===== src/hdl/ors_pkg.sv =====
package ors_pkg;

	// Code length; a device code is ROM_BYTES bytes, always held in a 64-bit word.
	localparam int unsigned ROM_BYTES = 8;
	localparam int unsigned CODE_BITS = ROM_BYTES * 8;
	localparam int unsigned CODE_W = 64;
	localparam int unsigned POS_W = 7;

	localparam logic [CODE_W-1:0] CODE_MASK =
		(CODE_BITS >= CODE_W) ? {CODE_W{1'b1}} : ((CODE_W'(1) << CODE_BITS) - CODE_W'(1));

	localparam logic [7:0] ECHO_NO_PRESENCE = 8'hF0;
	localparam logic [7:0] ECHO_ONE = 8'hFF;
	localparam logic [7:0] BYTE_ONE = 8'hFF;
	localparam logic [7:0] BYTE_ZERO = 8'h00;

	localparam logic CMD_START = 1'b0;
	localparam logic CMD_BIT = 1'b1;

	localparam logic [2:0] ST_BUSY = 3'd0;
	localparam logic [2:0] ST_DONE = 3'd1;
	localparam logic [2:0] ST_ABSENT = 3'd2;
	localparam logic [2:0] ST_FAULT = 3'd3;
	localparam logic [2:0] ST_IGNORED = 3'd4;

	localparam logic [1:0] OP_START = 2'd0;
	localparam logic [1:0] OP_ABSENT = 2'd1;
	localparam logic [1:0] OP_BIT = 2'd2;

	// Queue between front and back.
	localparam int unsigned Q_AW = 1;
	localparam int unsigned Q_DEPTH = 2;

	typedef struct packed {
		logic cmd;
		logic [POS_W-1:0] start_discrepancy;
		logic [7:0] reset_echo;
		logic [7:0] bit_echo;
		logic [7:0] complement_echo;
	} item_t;

	typedef struct packed {
		logic [7:0] write_byte;
		logic write_valid;
		logic [2:0] status;
		logic [POS_W-1:0] next_discrepancy;
		logic [CODE_W-1:0] rom_code;
	} result_t;

	// Classified operation handed from the front to the back.
	typedef struct packed {
		logic [1:0] kind;
		logic [POS_W-1:0] disc;
		logic bit_one;
		logic comp_one;
	} op_t;

	// Queue status seen by both ends.
	typedef struct packed {
		logic full;
		logic empty;
	} qstat_t;

endpackage


===== src/hdl/ors_front.sv =====
module ors_front (
	input  logic clk,
	input  logic arst_n,
	input  logic item_valid,
	output logic item_stall,
	input  ors_pkg::item_t item,
	input  ors_pkg::qstat_t qstat,
	output logic push,
	output ors_pkg::op_t push_op
);
	import ors_pkg::*;

	logic valid_s1;
	op_t op_s1;
	op_t op_cls;
	logic take;

	always_comb begin
		op_cls.disc = item.start_discrepancy;
		op_cls.bit_one = (item.bit_echo == ECHO_ONE);
		op_cls.comp_one = (item.complement_echo == ECHO_ONE);
		if (item.cmd == CMD_BIT) begin
			op_cls.kind = OP_BIT;
		end else if (item.reset_echo == ECHO_NO_PRESENCE) begin
			op_cls.kind = OP_ABSENT;
		end else begin
			op_cls.kind = OP_START;
		end
	end

	assign push = valid_s1 && !qstat.full;
	assign item_stall = valid_s1 && qstat.full;
	assign take = item_valid && !item_stall;
	assign push_op = op_s1;

	always_ff @(posedge clk or negedge arst_n) begin
		if (!arst_n) begin
			valid_s1 <= 1'b0;
		end else if (take) begin
			valid_s1 <= 1'b1;
		end else if (push) begin
			valid_s1 <= 1'b0;
		end
	end

	always_ff @(posedge clk) begin
		if (take) begin
			op_s1 <= op_cls;
		end
	end

endmodule


===== src/hdl/ors_queue.sv =====
module ors_queue (
	input  logic clk,
	input  logic arst_n,
	input  logic push,
	input  ors_pkg::op_t push_op,
	input  logic pop,
	output ors_pkg::op_t head_op,
	output ors_pkg::qstat_t qstat
);
	import ors_pkg::*;

	op_t entries_q [Q_DEPTH];
	logic [Q_AW-1:0] wr_ptr_q;
	logic [Q_AW-1:0] rd_ptr_q;
	logic [Q_AW:0] count_q;

	assign qstat.full = (count_q == (Q_AW+1)'(Q_DEPTH));
	assign qstat.empty = (count_q == '0);
	assign head_op = entries_q[rd_ptr_q];

	always_ff @(posedge clk or negedge arst_n) begin
		if (!arst_n) begin
			wr_ptr_q <= '0;
			rd_ptr_q <= '0;
			count_q <= '0;
		end else begin
			if (push) begin
				wr_ptr_q <= (wr_ptr_q == Q_AW'(Q_DEPTH - 1)) ? '0 : wr_ptr_q + 1'b1;
			end
			if (pop) begin
				rd_ptr_q <= (rd_ptr_q == Q_AW'(Q_DEPTH - 1)) ? '0 : rd_ptr_q + 1'b1;
			end
			if (push && !pop) begin
				count_q <= count_q + 1'b1;
			end else if (pop && !push) begin
				count_q <= count_q - 1'b1;
			end
		end
	end

	always_ff @(posedge clk) begin
		if (push) begin
			entries_q[wr_ptr_q] <= push_op;
		end
	end

	assert property (@(posedge clk) disable iff (!arst_n) push |-> !qstat.full)
		else $error("queue written while full");
	assert property (@(posedge clk) disable iff (!arst_n) pop |-> !qstat.empty)
		else $error("queue read while empty");

endmodule


===== src/hdl/ors_back.sv =====
module ors_back (
	input  logic clk,
	input  logic arst_n,
	input  ors_pkg::op_t head_op,
	input  ors_pkg::qstat_t qstat,
	output logic pop,
	output logic result_valid,
	input  logic result_stall,
	output ors_pkg::result_t result
);
	import ors_pkg::*;

	logic [CODE_W-1:0] code_q;
	logic [POS_W-1:0] bits_left_q;
	logic [POS_W-1:0] old_disc_q;
	logic [POS_W-1:0] new_disc_q;
	logic active_q;
	logic res_valid_q;
	result_t res_q;

	logic [CODE_W-1:0] code_n;
	logic [POS_W-1:0] bits_left_n;
	logic [POS_W-1:0] old_disc_n;
	logic [POS_W-1:0] new_disc_n;
	logic active_n;
	result_t res_n;
	logic conflict;
	logic take_one;
	logic chosen;
	logic [CODE_W-1:0] shifted;

	assign pop = !qstat.empty && (!res_valid_q || !result_stall);
	assign result_valid = res_valid_q;
	assign result = res_q;

	always_comb begin
		conflict = !head_op.bit_one && !head_op.comp_one;
		// At a conflict the 1 branch is taken while the bit count is below the old discrepancy,
		// the 0 branch when it equals it, and the previous code's bit (now at bit 0) when above it.
		take_one = (old_disc_q > bits_left_q) || (code_q[0] && (old_disc_q != bits_left_q));
		chosen = head_op.bit_one || (conflict && take_one);
		shifted = (code_q & CODE_MASK) >> 1;
		shifted[CODE_BITS-1] = chosen;

		code_n = code_q;
		bits_left_n = bits_left_q;
		old_disc_n = old_disc_q;
		new_disc_n = new_disc_q;
		active_n = active_q;
		res_n.write_byte = BYTE_ZERO;
		res_n.write_valid = 1'b0;
		res_n.status = ST_IGNORED;
		res_n.rom_code = '0;

		case (head_op.kind)
			OP_START: begin
				new_disc_n = '0;
				active_n = 1'b1;
				bits_left_n = POS_W'(CODE_BITS);
				old_disc_n = head_op.disc;
				res_n.status = ST_BUSY;
			end
			OP_ABSENT: begin
				new_disc_n = '0;
				active_n = 1'b0;
				bits_left_n = '0;
				res_n.status = ST_ABSENT;
			end
			OP_BIT: begin
				if (!active_q) begin
					res_n.status = ST_IGNORED;
				end else if (head_op.bit_one && head_op.comp_one) begin
					active_n = 1'b0;
					res_n.status = ST_FAULT;
				end else begin
					if (conflict && take_one) begin
						new_disc_n = bits_left_q;
					end
					code_n = shifted;
					bits_left_n = (bits_left_q != '0) ? bits_left_q - 1'b1 : '0;
					res_n.write_byte = chosen ? BYTE_ONE : BYTE_ZERO;
					res_n.write_valid = 1'b1;
					if (bits_left_n == '0) begin
						active_n = 1'b0;
						res_n.status = ST_DONE;
						res_n.rom_code = shifted;
					end else begin
						res_n.status = ST_BUSY;
					end
				end
			end
			default: begin
				res_n.status = ST_IGNORED;
			end
		endcase
		res_n.next_discrepancy = new_disc_n;
	end

	always_ff @(posedge clk or negedge arst_n) begin
		if (!arst_n) begin
			code_q <= '0;
			bits_left_q <= '0;
			old_disc_q <= '0;
			new_disc_q <= '0;
			active_q <= 1'b0;
			res_valid_q <= 1'b0;
		end else begin
			if (pop) begin
				code_q <= code_n;
				bits_left_q <= bits_left_n;
				old_disc_q <= old_disc_n;
				new_disc_q <= new_disc_n;
				active_q <= active_n;
				res_valid_q <= 1'b1;
			end else if (!result_stall) begin
				res_valid_q <= 1'b0;
			end
		end
	end

	always_ff @(posedge clk) begin
		if (pop) begin
			res_q <= res_n;
		end
	end

	assert property (@(posedge clk) disable iff (!arst_n)
		active_q |-> (bits_left_q != '0) && (bits_left_q <= POS_W'(CODE_BITS)))
		else $error("active pass with bit count out of range");
	assert property (@(posedge clk) disable iff (!arst_n)
		(res_valid_q && res_q.status == ST_DONE) |-> res_q.write_valid && !active_q)
		else $error("finished pass without final write or still active");

endmodule


===== src/hdl/onewire_rom_search_core.sv =====
// A transaction accepted at the input is held in the front-end register, then in a queue
// entry, and its result is presented from the back end's output register.
// Throughput: one transaction per cycle on each side while neither side stalls; the back end
// updates the search state per operation, so a bit pair can follow the previous one directly.
// Reset: arst_n clears the search state, the queue and both valid flags at once.
module onewire_rom_search_core (
	input  logic clk,
	input  logic arst_n,
	input  logic item_valid,
	output logic item_stall,
	input  ors_pkg::item_t item,
	output logic result_valid,
	input  logic result_stall,
	output ors_pkg::result_t result
);
	import ors_pkg::*;

	// The front end registers each incoming transaction and decides what kind it is:
	// a start with a device present, a start with no presence pulse, or a bit pair.
	// The echo bytes are reduced to two flags there, so the back end sees only the
	// decoded operation.
	logic push;
	op_t push_op;
	op_t head_op;
	qstat_t qstat;
	logic pop;

	ors_front u_front (
		.clk       (clk),
		.arst_n    (arst_n),
		.item_valid(item_valid),
		.item_stall(item_stall),
		.item      (item),
		.qstat     (qstat),
		.push      (push),
		.push_op   (push_op)
	);

	// A two-entry queue decouples the front end from the back end, so that a stall
	// on the result side does not immediately reach the input side.
	ors_queue u_queue (
		.clk    (clk),
		.arst_n (arst_n),
		.push   (push),
		.push_op(push_op),
		.pop    (pop),
		.head_op(head_op),
		.qstat  (qstat)
	);

	// The back end holds the search state: the code shift register, the bit count,
	// and the old and new discrepancies. It takes one operation from the queue
	// whenever its output register is free or being emptied in the same cycle, and
	// writes the result into that register.
	ors_back u_back (
		.clk         (clk),
		.arst_n      (arst_n),
		.head_op     (head_op),
		.qstat       (qstat),
		.pop         (pop),
		.result_valid(result_valid),
		.result_stall(result_stall),
		.result      (result)
	);

endmodule


===== config.mk =====
export PLATFORM = sky130hd
export DESIGN_NAME = onewire_rom_search_core
export DESIGN_NICKNAME = d
export VERILOG_FILES = /design/src/hdl/ors_pkg.sv /design/src/hdl/ors_front.sv /design/src/hdl/ors_queue.sv /design/src/hdl/ors_back.sv /design/src/hdl/onewire_rom_search_core.sv
export SDC_FILE = /design/constraint.sdc
export NUM_CORES = 1
export LEC_CHECK = 0
export ABC_AREA = 0
export BUFFER_PORTS_ARGS = -buffer_cell sky130_fd_sc_hd__buf_2
export CAP_MARGIN = 30
export CORE_UTILIZATION = 60
export CTS_CLUSTER_SIZE = 14
export DETAILED_ROUTE_END_ITERATION = 16
export PLACE_DENSITY = 0.83
export SETUP_SLACK_MARGIN = 0.2
export SLEW_MARGIN = 20
export SYNTH_ARGS = -nofsm -noshare
export SYNTH_HDL_FRONTEND = slang
export SYNTH_SLANG_ARGS = --single-unit

===== constraint.sdc =====
create_clock -name clk -period 5.8 [get_ports clk]
set_input_delay 0.29 -clock clk [delete_from_list [all_inputs] [get_ports clk]]
set_output_delay 0.29 -clock clk [all_outputs]
set_load 0.005 [all_outputs]

## Yosys cells after proc, flatten, opt, wreduce, memory -nomap -nowiden

Memory sizes are Yosys's and may differ from the RTL's.
Index checks and enable logic that the tools add are counted.
W data, S select, Z words.

- Bits in read-only memories: 0
- Input port bits: 36
- Memory bits (writable): 22
- Word-level logic and storage cells: 106
- Latch bits: 0
- Flip-flop bits (word level): 186
- Memories: 1

Memories:

| memory | depth | bits a word | read ports | clocked after memory_dff | wr ports | RTL line | source |
|---|---|---|---|---|---|---|---|
| u_queue.entries_q | 2 | 11 | 1 | 0 | 1 | ors_queue.sv:12 | `op_t entries_q [Q_DEPTH];` |

- Add/subtract/negate cells: 5
- Reductions and logical operators: 37
- Bitwise operators: 4
- $mul: 0
- Shift operators: 0
- Eq/ne operators: 10
- $lt $le $gt $ge: 1
- Mux-type cells: 29
- Divide/modulo/power cells: 0

Operators with widths:

| operator | number |
|---|---|
| $mux W7 | 6 |
| $eq A8 B8 Y1 const B | 3 |
| $pmux W7 S3 | 1 |
| $mux W1 | 14 |
| $pmux W7 S2 | 1 |
| $logic_and A1 B1 Y1 | 10 |
| $logic_not A1 Y1 | 9 |
| $pmux W3 S3 | 1 |
| $mux W8 | 1 |
| $reduce_and A4 Y1 | 2 |
| $gt A7 B7 Y1 | 1 |
| $logic_not A7 Y1 | 1 |
| $ne A7 B7 Y1 | 1 |
| $reduce_bool A7 Y1 | 1 |
| $sub A7 B1 Y7 const B | 1 |
| $mux W3 | 2 |
| $reduce_and A2 Y1 | 3 |
| $eq A2 B2 Y1 const B | 2 |
| $logic_not A2 Y1 | 2 |
| $mux W2 | 2 |
| $ne A2 B1 Y1 const B | 2 |
| $not A1 Y1 | 4 |
| $reduce_bool A2 Y1 | 2 |
| $reduce_or A4 Y1 | 1 |
| 10 further kinds | 13 |

## Longest topological paths before layout

Gate-level depths: netlist of run 1.

- Depth in word-level cells: 8
- Gate-level depth with buffers: 10

## Hierarchy

A second synthesis of run 1 with hierarchy kept.

- Cell total of the unflattened synthesis: 542
- Area, all modules: 8351.8 um^2

By module, submodules not included:

| module | sequential area each (um^2) | area an instance (um^2) | instances | cells each |
|---|---|---|---|---|
| ors_back | 4459.3 | 6896.6 | 1 | 467 |
| ors_queue | 760.7 | 1016.0 | 1 | 50 |
| ors_front | 355.3 | 439.2 | 1 | 25 |

## Worst setup path after synthesis of run 1

Ideal clock, no wire load.

- Kind: reg-to-reg
- From: reg u_back.res_valid_q, in the netlist u_back.result_valid
- To: reg u_back.old_disc_q[3]
- Setup time: 0.077 ns
- Arrival: 2.924 ns
- Required time: 5.723 ns
- Slack: 2.798 ns
- Cell stages (with the launch flop): 7
- Cell sequence: dfrtp_1 o2bb2ai_1 inv_1 and2_0 clkbuf_1 nor2_1 a21oi_1

- Longest elaborated chain between the ends: 4

RTL lines:

| element | RTL line | source |
|---|---|---|
| start: declaration | ors_back.sv:18 | `logic res_valid_q;` |
| start signal: assignment | ors_back.sv:106 | `res_valid_q <= 1'b0;` |
| start signal: assignment | ors_back.sv:114 | `res_valid_q <= 1'b1;` |
| start signal: assignment | ors_back.sv:116 | `res_valid_q <= 1'b0;` |
| $logic_not A1 Y1 | ors_back.sv:32 | `assign pop = !qstat.empty && (!res_valid_q \|\| !result_stall);` |
| $logic_or A1 B1 Y1 | ors_back.sv:32 |  |
| $logic_and A1 B1 Y1 | ors_back.sv:32 |  |
| via pop | onewire_rom_search_core.sv:26 | `logic pop;` |
| $reduce_and A2 Y1 (no line) | - |  |
| end signal: assignment | ors_back.sv:111 | `old_disc_q <= old_disc_n;` |
| end: declaration | ors_back.sv:15 | `logic [POS_W-1:0] old_disc_q;` |

The timed path passes the listed nets, and every way through them passes these cells.
A chain may end at the register's enable or synchronous reset.

## Worst setup path after layout of run 1

- From: reg u_queue.rd_ptr_q
- To: reg u_back.code_q[20]

- Longest elaborated chain between the ends: 4

RTL lines:

| element | RTL line | source |
|---|---|---|
| start: declaration | ors_queue.sv:14 | `logic [Q_AW-1:0] rd_ptr_q;` |
| start signal: assignment | ors_queue.sv:31 | `rd_ptr_q <= (rd_ptr_q == Q_AW'(Q_DEPTH - 1)) ? '0 : rd_ptr_q + 1'b1;` |
| $mem_v2 Z2 W11 (*) | - |  |
| branches (longest 2 deep; another with $eq A2 B2 Y1) | - |  |
| $reduce_and A4 Y1 (no line) (*) | - |  |
| end signal: assignment | ors_back.sv:109 | `code_q <= code_n;` |
| end: declaration | ors_back.sv:13 | `logic [CODE_W-1:0] code_q;` |

Every way passes the cells marked *.

==> results of run 1 <==
==> state kept, by name, summed over array words and instances (netlist names) <==
signal,cells
u_back.result,76
u_back.code_q,64
u_queue.entries_q,22
u_front.push_op,11
u_back.bits_left_q,7
u_back.new_disc_q,7
u_back.old_disc_q,7
u_queue.count_q,2
u_back.active_q,1
u_back.result_valid,1
u_front.valid_s1,1
u_queue.rd_ptr_q,1
u_queue.wr_ptr_q,1
==> stage by stage <==
step	std cells	hold slack, ps
after floorplan	538	-5.591
after global placement	810	244.7
after detailed placement	810	256.4
after CTS	854	0.8259
after global routing	855	2.356
final	855	8.288
==> critical path, delay by kind of cell (launching register included) <==
family / cells / cell delay (ps)
buf+inv: 1 / 510
mux: 2 / 880
simple gates: 2 / 1130
fa+ha+maj: 1 / 540
flops: 1 / 780
==> synthesized netlist by cell type, drive strengths merged, types with 5 or more instances <==
| cell type | number | area share |
|---|---|---|
| a21oi | 16 | 0.0099 |
| a221o | 6 | 0.0074 |
| and2 | 65 | 0.050 |
| buf | 18 | 0.016 |
| clkbuf | 10 | 0.0046 |
| dfrtp | 92 | 0.28 |
| edfxtp | 109 | 0.40 |
| ha | 14 | 0.022 |
| inv | 19 | 0.0088 |
| mux2 | 64 | 0.089 |
| mux2i | 8 | 0.0099 |
| nand2 | 5 | 0.0023 |
| nand3 | 5 | 0.0043 |
| nand4 | 6 | 0.0054 |
| nor2 | 20 | 0.0096 |
| nor3 | 12 | 0.0080 |
| o21ai | 13 | 0.0080 |
==> path summary, 6_finish.rpt <==
path	to	slack, ps	depth (start not counted)
worst min-delay path	u_front.push_op[10]	8	1
worst min register to register	u_queue.entries_q[0][2]	450	0
worst max register to register	u_back.code_q[20]	1820	6
worst max-delay path	u_back.code_q[20]	1820	6
max in group asynchronous	u_front.valid_s1	4400	3
min in group asynchronous	u_back.code_q[17]	320	2
==> cells by family after synthesis <==
kind of cell    Yosys count
compound gates           58
flops                   201
fa+ha+maj                14
mux                      72
simple gates            141
buf+inv                  47
xor+xnor                  5
==> cells in the final DEF (no fill, tap or decap), types with 5 or more instances in the layout <==
| cell | instances |
|---|---|
| o21ai_0 | 13 |
| clkbuf_16 | 21 |
| mux2_2 | 60 |
| buf_2 | 119 |
| a21oi_1 | 16 |
| mux2i_1 | 8 |
| clkbuf_1 | 7 |
| edfxtp_1 | 109 |
| nand2_1 | 5 |
| ha_1 | 14 |
| nor2_1 | 18 |
| a221o_1 | 6 |
| inv_1 | 18 |
| dlygate4sd3_1 | 8 |
| nand4_1 | 5 |
| buf_4 | 5 |
| dfrtp_1 | 92 |
| nor3_1 | 11 |
| and2_1 | 64 |
==> power by group <==
group | total [mW] | switching, mW | internal, mW
registers | 2.11 | 0.187 | 1.92
logic | 1.17 | 0.709 | 0.457
clock network | 1.24 | 0.497 | 0.740
==> metal layers <==
metal | vias to the layer above | track usage
met3 | 35 | 0.03052
met2 | 185 | 0.3669
met5 | - | 0
li1 | 2206 | -
met4 | 0 | 0.07051
met1 | 2215 | 0.2412
==> area by class of cell <==
| type | count | area, sq um | share of cell area |
|---|---|---|---|
| multi-input cells | 290 | 2282 | 0.2394 |
| well taps | 176 | 220.2 | 0.02310 |
| clock inverters | 6 | 63.81 | 0.006694 |
| flip-flops and latches | 201 | 5575 | 0.5849 |
| inverters | 19 | 71.32 | 0.007481 |
| clock buffers | 30 | 579.3 | 0.06077 |
| repair buffers | 133 | 740.7 | 0.07770 |
==> timing repair <==
action                                  in CTS  in global routing
endpoints found under the setup margin       0                  0
hold buffers                                 8                  0
hold endpoints to repair                    39                  0
setup buffers                                0                  0
==> results.py, run 1 <==
metrics = {
    "drt": {
        "wl_met3_microns": 743,
        "antenna_left": 0,
        "post_drt_via_cell_ratio": 5.428,
        "drc": 0,
        "wl_per_cell_microns": 16.28,
        "vias": 4641,
        "route.met2.wl_microns": 7212,
        "dr.pass1.iters": 8,
        "drt_iter0_drc": 350,
        "top_layer": "met4",
        "wirelength_microns": 13920,
        "met1_length_microns": 5575,
    },
    "min_path": {
        "hold_start": "item[31]",
        "hold_path.class": "primary input to register",
    },
    "yosys": {
        "netlist_instances": 538,
        "synth_nets": 588,
        "synthArstFlopShare": 0.4577,
        "yosysWarnings": 0,
        "synthAdderAreaFrac": 0.02167,
        "yosysSeqAreaShare": 0.6898,
        "synthXorXnorAreaFrac": 0.005418,
        "synth_cell_types": 50,
        "dominantRegCellSynth": "edfxtp_1",
        "synth_area_sq_mm": 0.008083,
        "synth_edf_count": 109,
        "synth_compound_area_frac": 0.04783,
        "synth-simple-area-share": 0.1068,
        "ys_ff_latch": 201,
        "synth_top_family_by_area": "simple AND/OR/NAND/NOR gates",
        "muxShareOfSynthArea": 0.09907,
        "avgSynthCellArea_sq_um": 15.02,
    },
    "final_layout": {
        "diodes": 0,
        "final_net_count": 715,
        "final_util": 0.7227,
        "design_area_sq_mm": 0.009533,
        "area_delta_synth_final_pct": 17.94,
        "fillCellCount": 824,
        "drive_gt1_frac": 0.3299,
    },
    "clock_tree": {
        "clock_path_buffers": 3,
        "clock_latency_ps": 480,
        "cts_resized": 0,
        "clockRootBuffer": "clkbuf_16",
        "cts_buffers": 20,
        "cts_tree": "built",
        "clock-sinks": 201,
        "h-tree-depth": 1,
        "clk_pin_slew_ps": 60,
    },
    "floorplan": {
        "die_y_microns": 118.1,
        "placementRows": 42,
        "pin_count": 121,
        "core_area_sq_mm": 0.01319,
        "initial_core_util": 0.6128,
        "die-width_microns": 118.1,
        "dieArea_sq_mm": 0.01394,
    },
    "sta": {
        "finalHoldViolCount": 0,
        "max_freq_ghz": 0.2511,
        "setup_viol": 0,
        "layout_setup_ws_ps": 1817,
        "final.min_clock_period_ps": 3983,
        "tightest_slew_ps": 932.3,
        "fin_setup_tns_ps": 0,
        "finalCritPeriodShare": 0.6867,
        "drv_slew": 0,
        "fin_skew_ps": 8.744,
        "grt_setup_unrepaired": "false",
        "slew_headroom": 0.3785,
    },
    "placed_design": {
        "io_buffer_count": 120,
        "pre_cts_slack_ps": 1951,
        "gp_congestion": 0.9076,
        "placed_cell_area_sq_mm": 0.008782,
        "dp_hpwl_microns": 9175,
    },
    "critical_path": {
        "slowest_stage": "dfrtp_1",
        "worstPathRequired_ps": 6160,
        "critPathLaunchType": "register",
        "reg2reg_from": "u_queue.rd_ptr_q",
        "crit_fanout": 33,
        "worstSetupPathType": "register to register",
        "max_stage_delay_ps": 780,
        "startpoint": "u_queue.rd_ptr_q",
        "crit_path_cell_trace": "mux2i_1, ha_1, nand4_2, nor2_4, buf_4, mux2_2",
        "end_kind": "register",
        "arrival_ps": 4340,
    },
    "global_routing": {
        "grt_usage": 0.2009,
        "grt_pass1_vias": 4577,
        "grt_pass1_wl_microns": 22220,
        "grt_max_degree": 77,
        "overflow": 0,
        "antenna_found_initial": 0,
    },
    "flow_run": {
        "drv_cap": 0,
    },
    "outcome": {
        "status": "finished, final reports clean",
    },
    "power": {
        "p_leak_nw": 4.239,
        "ir_drop_mv": 0.3374,
        "report.power.total_mw": 4.510,
        "p_per_area_mw_per_mm2": 473.1,
    },
}
No activity file was read; power rests on OpenSTA's default activity.
==> inputs of run 2 (changes only) <==
--- a/config.mk
+++ b/config.mk
@@ -8,10 +8,10 @@
 export ABC_AREA = 0
 export BUFFER_PORTS_ARGS = -buffer_cell sky130_fd_sc_hd__buf_2
 export CAP_MARGIN = 30
-export CORE_UTILIZATION = 60
+export CORE_UTILIZATION = 51
 export CTS_CLUSTER_SIZE = 14
 export DETAILED_ROUTE_END_ITERATION = 16
-export PLACE_DENSITY = 0.83
+export PLACE_DENSITY = 0.75
 export SETUP_SLACK_MARGIN = 0.2
 export SLEW_MARGIN = 20
 export SYNTH_ARGS = -nofsm -noshare
==> constraint.sdc (replaced) <==
create_clock -name clk -period 3.47 [get_ports clk]
set_input_delay 0.1735 -clock clk [delete_from_list [all_inputs] [get_ports clk]]
set_output_delay 0.1735 -clock clk [all_outputs]
set_load 0.005 [all_outputs]
==> run 2 against run 1 <==
- final area is 0.63% higher
- maximum frequency is 47% higher
- highest routed layer unchanged
- sequential share of layout area is 0.37 points lower
- power is 64% higher
- die area is 17% higher
- first-iteration DRC count is 43% lower
- sequential power is 65% higher
- core utilization is 9.6 points lower
- worst hold slack better by 34 ps
==> results.py, run 2 (same netlist as run 1, synthesis figures left out) <==
metrics = {
    "final_layout": {
        "diodes": 0,
        "design_area_sq_mm": 0.009593,
        "largest_reg_flops": 76,
        "area_delta_synth_final_pct": 18.68,
        "seq_area_sq_mm": 0.005575,
        "multi_input_area_sq_mm": 0.002282,
        "most-common-layout-cells": "buf_2 (119), edfxtp_1 (109), dfrtp_1 (92)",
        "final_net_count": 720,
        "fillCellCount": 1164,
        "final_common_cell": "buf_2",
        "drive_gt1_frac": 0.3289,
    },
    "global_routing": {
        "grt_pass1_vias": 4299,
        "grt_pass1_wl_microns": 21160,
        "overflow": 0,
        "antenna_found_initial": 0,
        "grt_max_degree": 77,
        "grt_usage": 0.1622,
    },
    "critical_path": {
        "crit_path_cell_trace": "mux2i_1, ha_1, nand4_2, nor2_4, buf_12, mux2_2",
        "reg2reg_slack_ps": 760,
        "end_kind": "register",
        "arrival_ps": 3090,
        "worstPathRequired_ps": 3850,
        "slowest_stage": "ha_1",
        "endpoint": "u_back.code_q[5]",
        "critPathLaunchType": "register",
        "reg2reg_depth": 6,
        "crit_fanout": 65,
        "worstSetupPathType": "register to register",
        "r2r-end": "u_back.code_q[5]",
        "startpoint": "u_queue.rd_ptr_q",
        "reg2reg_from": "u_queue.rd_ptr_q",
        "max_stage_delay_ps": 540,
    },
    "drt": {
        "vias": 4570,
        "wirelength_microns": 13220,
        "wl_per_cell_microns": 14.77,
        "antenna_left": 0,
        "dr.pass1.iters": 4,
        "drt_iter0_drc": 201,
        "drc": 0,
        "post_drt_via_cell_ratio": 5.106,
    },
    "sta": {
        "max_freq_ghz": 0.3685,
        "final.min_clock_period_ps": 2713,
        "layout_setup_ws_ps": 756.6,
        "finalCritPeriodShare": 0.7820,
        "slew_headroom": 0.3617,
        "fin_setup_tns_ps": 0,
        "drv_slew": 0,
        "tightest_slew_ps": 957.5,
        "setup_viol": 0,
        "grt_setup_unrepaired": "false",
        "hold_ws_ps": 42.07,
        "finalHoldViolCount": 0,
        "fin_skew_ps": 18.49,
    },
    "power": {
        "ir_drop_mv": 0.4649,
        "p_per_area_mw_per_mm2": 770.6,
        "p_leak_nw": 4.247,
    },
    "min_path": {
        "hold_path.class": "primary input to register",
    },
    "placed_design": {
        "io_buffer_count": 120,
        "placed_cell_area_sq_mm": 0.008881,
        "pre_cts_slack_ps": 768.2,
        "gp_congestion": 0.8009,
        "dp_hpwl_microns": 8777,
    },
    "floorplan": {
        "placementRows": 45,
        "dieArea_sq_mm": 0.01636,
        "core_area_sq_mm": 0.01531,
        "die-width_microns": 127.9,
        "initial_core_util": 0.5278,
        "die_y_microns": 127.9,
        "pin_count": 121,
    },
    "flow_run": {
        "drv_cap": 0,
    },
    "clock_tree": {
        "clockRootBuffer": "clkbuf_16",
        "clock_latency_ps": 500,
        "cts_tree": "built",
        "cts_buffers": 20,
        "clk_pin_slew_ps": 60,
        "clock_path_buffers": 3,
        "h-tree-depth": 1,
        "clock-sinks": 201,
    },
    "outcome": {
        "status": "finished, final reports clean",
    },
}
## run 2: cell count changes in the layout (fill, tap and decap cells not counted), sizes merged
cell	before	now
inv	20	19
bufinv	1	0
clkbuf	30	27
clkinv	3	8
dlygate4sd3	8	11
buf	125	127
## run 2: per-stage QoR
step,instances,total power [mW],utilization
after floorplan,538,4.790,-
after global placement,847,5.408,0.5781
after detailed placement,848,5.477,0.5799
after CTS,895,7.472,0.6264
after global routing,895,7.823,0.6264
final,895,7.392,0.6264
## run 2: critical path: cells and delay by family (launching register included)
kind | cells | cell delay [ps]
mux | 2 | 770
fa+ha+maj | 1 | 540
simple gates | 2 | 540
flops | 1 | 390
buf+inv | 1 | 290
## run 2: metal layers
metal / vias to the layer above / share of wire / track usage / wire length (microns)
met3: 29 / 0.050 / 0.03172 / 662
met4: 0 / 0.027 / 0.05744 / 352
met5: - / 0 / 0 / 0
met1: 2177 / 0.45 / 0.2159 / 5894
met2: 151 / 0.48 / 0.2673 / 6307
li1: 2213 / - / - / -
## run 2: final cells by class
cell class,count,area share
Clock buffer,27,0.05700
Clock inverter,9,0.005739
Inverter,19,0.007434
Multi-Input combinational cell,290,0.2379
Sequential cell,201,0.5812
Tap cell,211,0.02752
Timing Repair Buffer,138,0.08321
## run 2: repair_timing
action,4_1_cts,5_1_grt
gates resized for setup,0,0
endpoints found under the hold margin,56,0
buffers inserted,0,0
hold buffers,11,0
## run 2: power breakdown
group	internal, mW	total [mW]	leakage [nW]	switching, mW
registers	3.21	3.48	2.32	0.268
logic	0.767	1.95	1.63	1.18
clock network	1.11	1.96	0.294	0.852
total	5.09	7.39	4.25	2.30
## run 2: how the worst min path moves through the flow
stage | from | to | slack [ps] | cells after the start
final | item[0] | u_front.push_op[0] | 40 | 3
after floorplan | arst_n | u_back.active_q | -120 | 0
after global routing | item[22] | u_front.push_op[9] | 40 | 2
after CTS | item[0] | u_front.push_op[0] | 30 | 3
after global placement | item[30] | u_front.push_op[8] | 350 | 1
after detailed placement | arst_n | u_back.code_q[38] | 230 | 1
==> inputs of run 3 (changes only) <==
--- a/config.mk
+++ b/config.mk
@@ -5,13 +5,13 @@
 export SDC_FILE = /design/constraint.sdc
 export NUM_CORES = 1
 export LEC_CHECK = 0
-export ABC_AREA = 0
+export ABC_AREA = 1
 export BUFFER_PORTS_ARGS = -buffer_cell sky130_fd_sc_hd__buf_2
 export CAP_MARGIN = 30
-export CORE_UTILIZATION = 51
+export CORE_UTILIZATION = 57
 export CTS_CLUSTER_SIZE = 14
 export DETAILED_ROUTE_END_ITERATION = 16
-export PLACE_DENSITY = 0.75
+export PLACE_DENSITY = 0.79
 export SETUP_SLACK_MARGIN = 0.2
 export SLEW_MARGIN = 20
 export SYNTH_ARGS = -nofsm -noshare
==> constraint.sdc (replaced) <==
create_clock -name clk -period 2.5 [get_ports clk]
set_input_delay 0.125 -clock clk [delete_from_list [all_inputs] [get_ports clk]]
set_output_delay 0.125 -clock clk [all_outputs]
set_load 0.005 [all_outputs]
==> run 3 against run 2 <==
- final cell count rose by 24%
- global-route usage rose by 3.8 points
- highest routed layer unchanged
- critical path type unchanged
- worst hold slack got worse by 24 ps
- critical path depth rose by 4
- sequential cell count did not move
- critical endpoint is now u_back.result[32]
==> results.py, run 3 <==
metrics = {
    "critical_path": {
        "reg2reg_slack_ps": 330,
        "reg2reg_depth": 10,
        "r2r-end": "u_back.result[32]",
        "crit_fanout": 11,
        "crit_path_cell_trace": "inv_4, or2_2, o21ai_1, inv_1, ha_1, nand2_2, nor2_4, nand3_4, clkbuf_16, nor2_1",
        "worstSetupPathType": "register to register",
        "reg2reg_from": "u_queue.rd_ptr_q",
        "arrival_ps": 2400,
        "critPathLaunchType": "register",
        "worstPathRequired_ps": 2730,
        "end_kind": "register",
        "max_stage_delay_ps": 430,
        "slowest_stage": "dfrtp_2",
    },
    "min_path": {
        "min_delay_worst_endpoint": "u_front.push_op[1]",
        "min_path_cells": 3,
        "hold_start": "item[12]",
        "hold_path.class": "primary input to register",
    },
    "yosys": {
        "yosysMostFrequentCell": "nand2_1",
        "netlist_instances": 754,
        "synthArstFlopShare": 0.4577,
        "yosysWarnings": 0,
        "dominantRegCellSynth": "edfxtp_1",
        "synth_cell_types": 36,
        "synth_top_area_frac": 0.3817,
        "synth_nets": 804,
        "yosys-top-cells-area": "edfxtp_1 (38%), dfrtp_1 (27%), nand2_1 (5.7%)",
        "ys_top_cells_by_count": "nand2_1 (131), edfxtp_1 (109), inv_1 (106)",
        "avgSynthCellArea_sq_um": 11.37,
        "ys_ff_latch": 201,
        "synth_edf_count": 109,
        "yosysSeqAreaShare": 0.6501,
        "yosysTopAreaCell": "edfxtp_1",
        "synth_area_sq_mm": 0.008576,
    },
    "placed_design": {
        "dp_hpwl_microns": 9838,
        "placed_cell_area_sq_mm": 0.009326,
        "pre_cts_slack_ps": 117.4,
        "io_buffer_count": 120,
        "gp_congestion": 0.8613,
    },
    "drt": {
        "drc": 0,
        "drt_iter0_drc": 349,
        "post_drt_via_cell_ratio": 5.020,
        "vias": 5562,
        "antenna_left": 0,
        "wirelength_microns": 15340,
        "wl_per_cell_microns": 13.84,
        "dr.pass1.iters": 5,
    },
    "clock_tree": {
        "clk_pin_slew_ps": 60,
        "clockRootBuffer": "clkbuf_16",
        "cts_tree": "built",
        "cts_buffers": 21,
        "clock_path_buffers": 3,
        "clock-sinks": 201,
        "h-tree-depth": 1,
        "clock_latency_ps": 480,
    },
    "power": {
        "ir_drop_mv": 0.9572,
        "seqPwrFrac": 0.408,
        "p_int_mw": 8.008,
        "p_comb_frac": 0.330,
        "p_leak_nw": 4.478,
        "net-switching-power_mw": 4.076,
        "pwr-share-clk": 0.262,
        "p_per_area_mw_per_mm2": 1162,
        "report.power.total_mw": 12.08,
        "switching_share": 0.3373,
    },
    "sta": {
        "final.min_clock_period_ps": 2166,
        "hold_ws_ps": 18.32,
        "setup_viol": 0,
        "layout_setup_ws_ps": 333.8,
        "grt_setup_unrepaired": "false",
        "tightest_slew_ps": 511.6,
        "finalHoldViolCount": 0,
        "fin_skew_ps": 16.86,
        "max_freq_ghz": 0.4616,
        "fin_setup_tns_ps": 0,
        "slew_headroom": 0.6589,
        "finalCritPeriodShare": 0.8665,
        "drv_slew": 0,
    },
    "global_routing": {
        "antenna_found_initial": 0,
        "grt_usage": 0.2002,
        "grt_max_degree": 93,
        "overflow": 0,
        "grt_pass1_wl_microns": 25190,
        "grt_pass1_vias": 5283,
    },
    "final_layout": {
        "area_delta_synth_final_pct": 21.26,
        "final_net_count": 960,
        "largest_reg_flops": 76,
        "diodes": 0,
        "fillCellCount": 973,
        "final_common_cell": "nand2_1",
        "design_area_sq_mm": 0.01040,
        "drive_gt1_frac": 0.3041,
        "most-common-layout-cells": "nand2_1 (129), buf_2 (119), edfxtp_1 (109)",
    },
    "floorplan": {
        "core_area_sq_mm": 0.01459,
        "pin_count": 121,
        "placementRows": 44,
        "die-width_microns": 124.7,
        "dieArea_sq_mm": 0.01554,
        "initial_core_util": 0.5878,
        "die_y_microns": 124.7,
    },
    "flow_run": {
        "drv_cap": 0,
    },
    "outcome": {
        "status": "finished, final reports clean",
    },
}
run 3: worst max-delay path by stage:
stage | from | end | slack (ps)
2_1_floorplan | u_queue.rd_ptr_q | u_back.code_q[46] | 200
3_3_place_gp | u_queue.rd_ptr_q | u_back.bits_left_q[0] | 170
3_5_place_dp | u_queue.rd_ptr_q | u_back.bits_left_q[0] | 120
4_1_cts | u_queue.rd_ptr_q | u_back.bits_left_q[5] | 220
5_1_grt | u_queue.rd_ptr_q | u_back.result[52] | 210
6_report | u_queue.rd_ptr_q | u_back.result[32] | 330
run 3: final cells by class:
| type | count | area [sq um] | share of cell area |
|---|---|---|---|
| flip-flops and latches | 201 | 5577 | 0.5363 |
| multi-input cells | 412 | 2328 | 0.2239 |
| clock buffers | 30 | 599.3 | 0.05763 |
| clock inverters | 7 | 115.1 | 0.01107 |
| repair buffers | 164 | 1130 | 0.1087 |
| well taps | 184 | 230.2 | 0.02214 |
| inverters | 110 | 419.2 | 0.04031 |
run 3: timing repair:
action / in CTS / in global routing
hold buffers: 18 / 0
setup endpoints to repair: 80 / 141
pin swaps: 1 / 2
cloned: 0 / 3
hold endpoints to repair: 105 / 0
setup buffers: 3 / 5
resized for setup: 3 / 12
run 3: power groups by stage:
stage / logic (mW) / clock network (mW) / registers [mW]
finish: 3.98 / 3.17 / 4.93
global route: 4.44 / 3.37 / 5.02
CTS: 3.83 / 3.23 / 4.92
detailed placement: 3.72 / 0 / 4.98
global placement: 3.65 / 0 / 4.97
floorplan: 2.55 / 0 / 5.01
run 3: metrics by stage:
stage / std cells / utilization
finish: 1108 / 0.7128
global route: 1108 / 0.7128
CTS: 1100 / 0.7041
floorplan: 754 / -
global placement: 1042 / 0.6393
detailed placement: 1042 / 0.6393
run 3: worst max-delay path: cells and delay by family (launching register included):
kind | cells | cell delay (ps)
fa+ha+maj | 1 | 210
buf+inv | 3 | 410
compound gates | 1 | 140
simple gates | 5 | 720
flops | 1 | 430
run 3: logic make-up after synthesis:
group                    after synthesis  synth area share
AO/OA/AOI/OAI                        108           0.08812
XOR/XNOR                               3          0.003064
adder cells (fa/ha/maj)               14           0.02043
buffers and inverters                142           0.08418
flip-flops                           201            0.6501
AND/OR/NAND/NOR                      286            0.1541
run 3: per-layer routing:
layer,share of wire,global-route usage
met4,0.019,0.07158
met5,0,0
met1,0.43,0.2631
met3,0.047,0.03351
met2,0.51,0.3370
